<file path="src/odq_pkg.sv">
`timescale 1ns / 1ps
// ----------------------------------------------------------------------------
// odq_pkg
// Types and constants for the overwriting bounded deque.
// ----------------------------------------------------------------------------
package odq_pkg;

  localparam int CAPACITY   = 64;
  localparam int DATA_WIDTH = 32;
  localparam int IDX_W      = (CAPACITY > 1) ? $clog2(CAPACITY) : 1;
  localparam int CNT_W      = $clog2(CAPACITY + 1);

  // fixed field widths of the request, result and config write
  localparam int OP_W   = 2;
  localparam int CFG_W  = 7;
  localparam int FILL_W = 7;

  localparam logic [OP_W-1:0] OP_PUSH_FRONT = 2'd0;
  localparam logic [OP_W-1:0] OP_APPEND     = 2'd1;
  localparam logic [OP_W-1:0] OP_POP_FRONT  = 2'd2;

  typedef struct packed {
    logic [OP_W-1:0]       operation;
    logic [DATA_WIDTH-1:0] push_data;
  } odq_in_t;

  typedef struct packed {
    logic [DATA_WIDTH-1:0] result_data;
    logic                  result_valid;
    logic [FILL_W-1:0]     fill_count;
  } odq_out_t;

endpackage

</file>
<file path="src/overwriting_bounded_deque.sv">
`timescale 1ns / 1ps
// ----------------------------------------------------------------------------
// overwriting_bounded_deque
// Ring-buffer deque with overwrite-on-full, one request per clock when not stalled.
// ----------------------------------------------------------------------------
// Takes one request per cycle while in_stall is low (push at front, append at
// back, pop from front) and returns one result per request, in order, through
// the RAM read and result registers. Index and count updates happen at the
// accepting edge; the front word is read from the entry RAM in the same edge
// and the result is registered once the output is free, so a stalled output
// holds the RAM read register and, through it, the input side. When full,
// push overwrites the front entry and append drops it; the displaced word is
// returned with result_valid set. Writing cfg_wdata sets the slot count
// (0 acts as 1, above the pool size acts as the pool size) and empties the
// deque; write it only while no request is in flight. The RAM has no reset.
module overwriting_bounded_deque (
  input  logic                    clk,
  input  logic                    rst_n,
  input  logic                    in_valid,
  output logic                    in_stall,
  input  odq_pkg::odq_in_t        in_data,
  output logic                    out_valid,
  input  logic                    out_stall,
  output odq_pkg::odq_out_t       out_data,
  input  logic                    cfg_we,
  input  logic [odq_pkg::CFG_W-1:0] cfg_wdata
);

  localparam int IDX_W = odq_pkg::IDX_W;
  localparam int CNT_W = odq_pkg::CNT_W;
  localparam int DW    = odq_pkg::DATA_WIDTH;

  // ring state
  logic [CNT_W-1:0] cap_r;
  logic [IDX_W-1:0] front_r, front_nxt;
  logic [IDX_W-1:0] back_r, back_nxt;
  logic [CNT_W-1:0] count_r, count_nxt;

  // read stage and result register
  logic              a_valid_r;
  logic              a_hit_r, hit_nxt;
  logic [CNT_W-1:0]  a_fill_r;
  logic              out_valid_r;
  odq_pkg::odq_out_t out_r;

  logic             in_accept;
  logic             out_free;
  logic             a_move;
  logic             full;
  logic             empty;
  logic [IDX_W-1:0] front_dec;
  logic [IDX_W-1:0] front_inc;
  logic [IDX_W-1:0] back_inc;
  logic             ram_we;
  logic [IDX_W-1:0] ram_waddr;
  logic [DW-1:0]    ram_rdata;
  logic [CNT_W-1:0] cap_clamped;

  assign out_free  = !out_valid_r || !out_stall;
  assign a_move    = a_valid_r && out_free;
  assign in_stall  = a_valid_r && !out_free;
  assign in_accept = in_valid && !in_stall;

  assign full  = (count_r >= cap_r);
  assign empty = (count_r == '0);

  assign front_dec = (front_r == '0) ? IDX_W'(cap_r - CNT_W'(1)) : front_r - IDX_W'(1);
  assign front_inc = ((CNT_W'(front_r) + CNT_W'(1)) == cap_r) ? '0 : front_r + IDX_W'(1);
  assign back_inc  = ((CNT_W'(back_r) + CNT_W'(1)) == cap_r) ? '0 : back_r + IDX_W'(1);

  always_comb begin
    front_nxt = front_r;
    back_nxt  = back_r;
    count_nxt = count_r;
    hit_nxt   = 1'b0;
    ram_we    = 1'b0;
    ram_waddr = back_r;
    case (in_data.operation)
      odq_pkg::OP_PUSH_FRONT: begin
        ram_we = 1'b1;
        if (full) begin
          // overwrite in place, old front word goes out
          hit_nxt   = 1'b1;
          ram_waddr = front_r;
        end else begin
          front_nxt = front_dec;
          ram_waddr = front_dec;
          count_nxt = count_r + CNT_W'(1);
        end
      end
      odq_pkg::OP_APPEND: begin
        ram_we   = 1'b1;
        back_nxt = back_inc;
        if (full) begin
          hit_nxt   = 1'b1;
          front_nxt = front_inc;
        end else begin
          count_nxt = count_r + CNT_W'(1);
        end
      end
      odq_pkg::OP_POP_FRONT: begin
        if (!empty) begin
          hit_nxt   = 1'b1;
          front_nxt = front_inc;
          count_nxt = count_r - CNT_W'(1);
        end
      end
      default: begin
      end
    endcase
  end

  always_comb begin
    if (cfg_wdata == '0) begin
      cap_clamped = CNT_W'(1);
    end else if (CNT_W'(cfg_wdata) > CNT_W'(odq_pkg::CAPACITY)
                 || (odq_pkg::CFG_W > CNT_W && (cfg_wdata >> CNT_W) != '0)) begin
      cap_clamped = CNT_W'(odq_pkg::CAPACITY);
    end else begin
      cap_clamped = CNT_W'(cfg_wdata);
    end
  end

  always_ff @(posedge clk) begin
    if (!rst_n) begin
      cap_r   <= CNT_W'(odq_pkg::CAPACITY);
      front_r <= '0;
      back_r  <= '0;
      count_r <= '0;
    end else if (cfg_we) begin
      cap_r   <= cap_clamped;
      front_r <= '0;
      back_r  <= '0;
      count_r <= '0;
    end else if (in_accept) begin
      front_r <= front_nxt;
      back_r  <= back_nxt;
      count_r <= count_nxt;
    end
  end

  odq_ram #(
    .WIDTH (DW),
    .DEPTH (odq_pkg::CAPACITY)
  ) u_ram (
    .clk   (clk),
    .we    (in_accept && ram_we && !cfg_we),
    .waddr (ram_waddr),
    .wdata (in_data.push_data),
    .re    (in_accept),
    .raddr (front_r),
    .rdata (ram_rdata)
  );

  always_ff @(posedge clk) begin
    if (!rst_n) begin
      a_valid_r   <= 1'b0;
      out_valid_r <= 1'b0;
    end else begin
      if (in_accept) begin
        a_valid_r <= 1'b1;
      end else if (a_move) begin
        a_valid_r <= 1'b0;
      end
      if (a_move) begin
        out_valid_r <= 1'b1;
      end else if (!out_stall) begin
        out_valid_r <= 1'b0;
      end
    end
  end

  always_ff @(posedge clk) begin
    if (in_accept) begin
      a_hit_r  <= hit_nxt;
      a_fill_r <= count_nxt;
    end
    if (a_move) begin
      out_r.result_data  <= a_hit_r ? ram_rdata : '0;
      out_r.result_valid <= a_hit_r;
      out_r.fill_count   <= odq_pkg::FILL_W'(a_fill_r);
    end
  end

  assign out_valid = out_valid_r;
  assign out_data  = out_r;

endmodule

</file>
<file path="src/odq_ram.sv">
`timescale 1ns / 1ps
// ----------------------------------------------------------------------------
// odq_ram
// Simple dual-port RAM, one write and one registered read per cycle.
// Read-first: a read of the address being written returns the old word.
// ----------------------------------------------------------------------------
module odq_ram #(
  parameter int WIDTH = 32,
  parameter int DEPTH = 64
) (
  input  logic                                     clk,
  input  logic                                     we,
  input  logic [((DEPTH > 1) ? $clog2(DEPTH) : 1)-1:0] waddr,
  input  logic [WIDTH-1:0]                         wdata,
  input  logic                                     re,
  input  logic [((DEPTH > 1) ? $clog2(DEPTH) : 1)-1:0] raddr,
  output logic [WIDTH-1:0]                         rdata
);

  logic [WIDTH-1:0] mem [DEPTH];
  logic [WIDTH-1:0] rdata_r;

  always_ff @(posedge clk) begin
    if (we) begin
      mem[waddr] <= wdata;
    end
    if (re) begin
      rdata_r <= mem[raddr];
    end
  end

  assign rdata = rdata_r;

endmodule

</file>
<file path="config.mk">
export PLATFORM = sky130hd
export DESIGN_NAME = overwriting_bounded_deque
export DESIGN_NICKNAME = d
export VERILOG_FILES = /design/src/odq_pkg.sv /design/src/overwriting_bounded_deque.sv /design/src/odq_ram.sv
export SDC_FILE = /design/constraint.sdc
export NUM_CORES = 2
export LEC_CHECK = 0
export BUFFER_PORTS_ARGS = -buffer_cell sky130_fd_sc_hd__clkbuf_2
export CORE_ASPECT_RATIO = 1.1
export CORE_MARGIN = 3
export CORE_UTILIZATION = 50
export DETAILED_ROUTE_END_ITERATION = 6
export PLACE_DENSITY_LB_ADDON = 0.3
export SETUP_SLACK_MARGIN = 0.15
export SLEW_MARGIN = 0
export SYNTH_ARGS = -nofsm -noshare
export SYNTH_HDL_FRONTEND = slang
export SYNTH_SLANG_ARGS = --single-unit
</file>
<file path="constraint.sdc">
create_clock -name clk -period 5.7 [get_ports clk]
set_input_delay 0.285 -clock clk [delete_from_list [all_inputs] [get_ports clk]]
set_output_delay 0.285 -clock clk [all_outputs]
set_load 0.005 [all_outputs]
</file>
==> impl_metrics.ini <==
[floorplanning]
start_util_pct = 50.5
placementRows = 156
die_area_sq_um = 171000
ios = 88
die_w_um = 395
fp.dieH_um = 434
core_area_sq_um = 165000

[global_routing]
antenna_found_initial = 13
grt_max_degree = 123
grt_pass1_vias = 39144
track_usage_pct = 23.7
grt_remaining_overflow = 0
grt_pass1_wl_um = 290000

[setup_path]
crit_slowest_cell = o31a_1
crit_path_end_kind = flop
crit_path_start_kind = flop
worstPathMaxFanout = 32
path_cells = inv_1 > ha_1 > or4b_4 > nor2_2 > mux2i_1 > ha_1 > o211ai_1 > a21oi_1 > o31a_1 > nand3_1 > nor2_4 > buf_4
critPathTopFamily = simple AND/OR/NAND/NOR gates
cp_slowest_stage_delay_ns = 0.60
critPathArrivalTime_ns = 5.25
cp_data_required_time_ns = 6.12
path_buf_inv = 2
critPathMostFrequentCell = ha_1
reg2reg_slack_ns = 0.87
crit_type = flop to flop

[status]
outcome = finished, final reports clean

[placement]
hpwl_um = 116000
gp_congestion = 0.842
numPortBuffers = 87
placed_cell_area_sq_um = 87600
dp.cells = 5860

[finish]
seqCellArea_sq_um = 64500
design_area_sq_um = 94500
multi_input_area_sq_um = 18300
finish.net_count = 3938
fillerInstances = 11662
syn_to_final_growth_pct = 13.6
final_core_util_pct = 57.3
drive_above_1_share_pct = 31.0
layout.cells.non_filler = 6255

[clock_network]
clkSlewWorstSetupHoldPaths_ns = 0.06
cts_tree = built
holdBufCountCts = 18
post_cts_buffers = 0
clock-sinks = 2156
clockBufferDepth = 3
worstSkewPairLatency_ns = 0.81
cts-root-buf = clkbuf_16
numCtsBuffers = 205
ctsResizeCount = 0
cts.htree.levels = 4

[yosys]
synth_edf_count = 2128
ys.flop_type = edfxtp_1
synth_top_area_share_pct = 76.8
yosys-top-cells-area = edfxtp_1 77%, mux4_2 17%, dfxtp_1 0.67%
ys_warn_count = 0
yosys_register_bits = 2156
syn_area_per_cell_sq_um = 23.1
syn-instance-count = 3605
synth.top_cells.by_count = 2,128 x edfxtp_1, 620 x mux4_2, 101 x clkbuf_1
ys_seq_area_share_pct = 77.5
synth_top_area_cell = edfxtp_1
synth_area_sq_um = 83200
synth_most_common_cell = edfxtp_1
syn_nets = 3670
synth-async-reset-ratio_pct = 0
ys_types = 71

[pwr]
pwr-share-comb_pct = 4.9
ir_drop_v = 0.000271
p_sw_share_pct = 20.7
clkPwrFrac_pct = 41.5
p_seq_share_pct = 53.6
p_switching_mw = 6.77
leakage_nw = 28.7
p_int_mw = 26.0
p_total_mw = 32.8
power.density_nw_per_um2 = 347

[hold_path]
hold_class = input pin to flop

[detailed_routing]
drt-pass1-iter-count = 7
vias = 39368
wl_per_cell_um = 32.1
first_iter_violations = 5246
drt-total-wl_um = 201000
final_antenna_net_count = 0
vias_per_cell = 6.29
drc_errors = 0

[sta]
finalHoldViolations = 0
setup_tns_ns = 0
drv_slew = 0
min_period_over_period_pct = 84.7
rsz0062_at_grt = no
skew_ns = 0.0255
fmax_mhz = 207
fin_crit_ns = 4.83
setup-violations-final = 0
tightest_slew_ns = 1.39
relSlewSlack_pct = 7.15

[job]
max_cap_viol_count = 0
==> placed cells by master (no fill, tap or decap), types with 7 or more instances in the layout <==
cell type	instances
edfxtp_1	2128
mux4_2	620
clkbuf_16	208
buf_4	117
clkbuf_2	84
nand2_1	67
a22oi_1	67
nor2_4	54
nand3_1	45
and2_1	41
clkinv_1	40
clkbuf_1	39
nor2_1	38
a21oi_1	37
clkinv_2	34
buf_12	34
o21ai_0	32
bufinv_16	26
dfxtp_1	23
inv_1	21
ha_1	19
nor3_1	18
dlygate4sd3_1	18
o22ai_1	16
mux2i_1	12
mux2_2	12
nand2b_1	11
xnor2_1	11
a211oi_1	8
nor3_2	8
nor4_1	7
xor2_1	7
inv_6	7
==> worst paths after layout <==
path | cells past startpoint | to | from
worst max register to register | 12 | u_ram.mem[34][12] | front_r[1]
worst max-delay path | 12 | u_ram.mem[34][12] | front_r[1]
worst min-delay path | 2 | u_ram.mem[48][2] | in_data[2]
worst min register to register | 0 | out_data[3] | a_fill_r[3]
==> cells by family after synthesis <==
group / share of synthesized area [%]
adders and majority gates: 0.286
xor gates and xnor gates: 0.216
buffers and inverters: 1.15
and+or+nand+nor: 1.98
muxes: 17.1
DFF: 77.5
AOI/OAI and AO/OA: 1.81
==> per-stage QoR <==
step           worst slack [ns]  hold slack [ns]
3_3_place_gp               1.05            0.406
2_1_floorplan            0.0759            0.384
5_1_grt                   0.651           0.0924
6_report                  0.870           0.0848
4_1_cts                   0.966           0.0396
3_5_place_dp               1.03            0.425
==> sequential cells by signal (all words and copies together), names as in the netlist, 6 cells and up <==
| signal | cells |
|---|---|
| count_r | 7 |
| u_ram.mem | 2048 |
| front_r | 6 |
| a_fill_r | 7 |
| back_r | 6 |
| cap_r | 7 |
| out_data | 40 |
| u_ram.rdata | 32 |
==> per-layer routing <==
| metal | up-vias | part of all wire, % | global-route usage (%) |
|---|---|---|---|
| met2 | 1922 | 50 | 38.0 |
| met4 | 2 | 2.2 | 5.78 |
| met3 | 247 | 8.3 | 3.96 |
| met1 | 21239 | 40 | 34.5 |
| met5 | - | 0.010 | 0 |
| li1 | 15958 | - | - |
==> worst reg2reg max path, cell delays in order, from the launching register on <==
cell and delay (ns):
dfxtp_4 0.46, inv_1 0.17, ha_1 0.23, or4b_4 0.51
nor2_2 0.16, mux2i_1 0.42, ha_1 0.27, o211ai_1 0.13
a21oi_1 0.29, o31a_1 0.60, nand3_1 0.48, nor2_4 0.18
buf_4 0.50
==> layout make-up <==
class / count / share of cell area (%)
inverters: 22 / 0.0873
multi-input cells: 1233 / 19.4
clock inverters: 121 / 1.42
well taps: 2212 / 2.93
repair buffers: 255 / 2.29
diodes: 6 / 0.0159
flip-flops and latches: 2156 / 68.2
clock buffers: 250 / 5.70
==> power by group through the flow <==
stage                     Sequential, mW  Clock (mW)  Combinational [mW]
after floorplan                     17.9           0               0.874
after global routing                17.6        14.5                1.70
after CTS                           17.6        13.8                1.62
final                               17.6        13.6                1.60
after global placement              17.9           0                1.58
after detailed placement            17.9           0                1.60
Note: power is estimated with default switching activity, not from simulation.
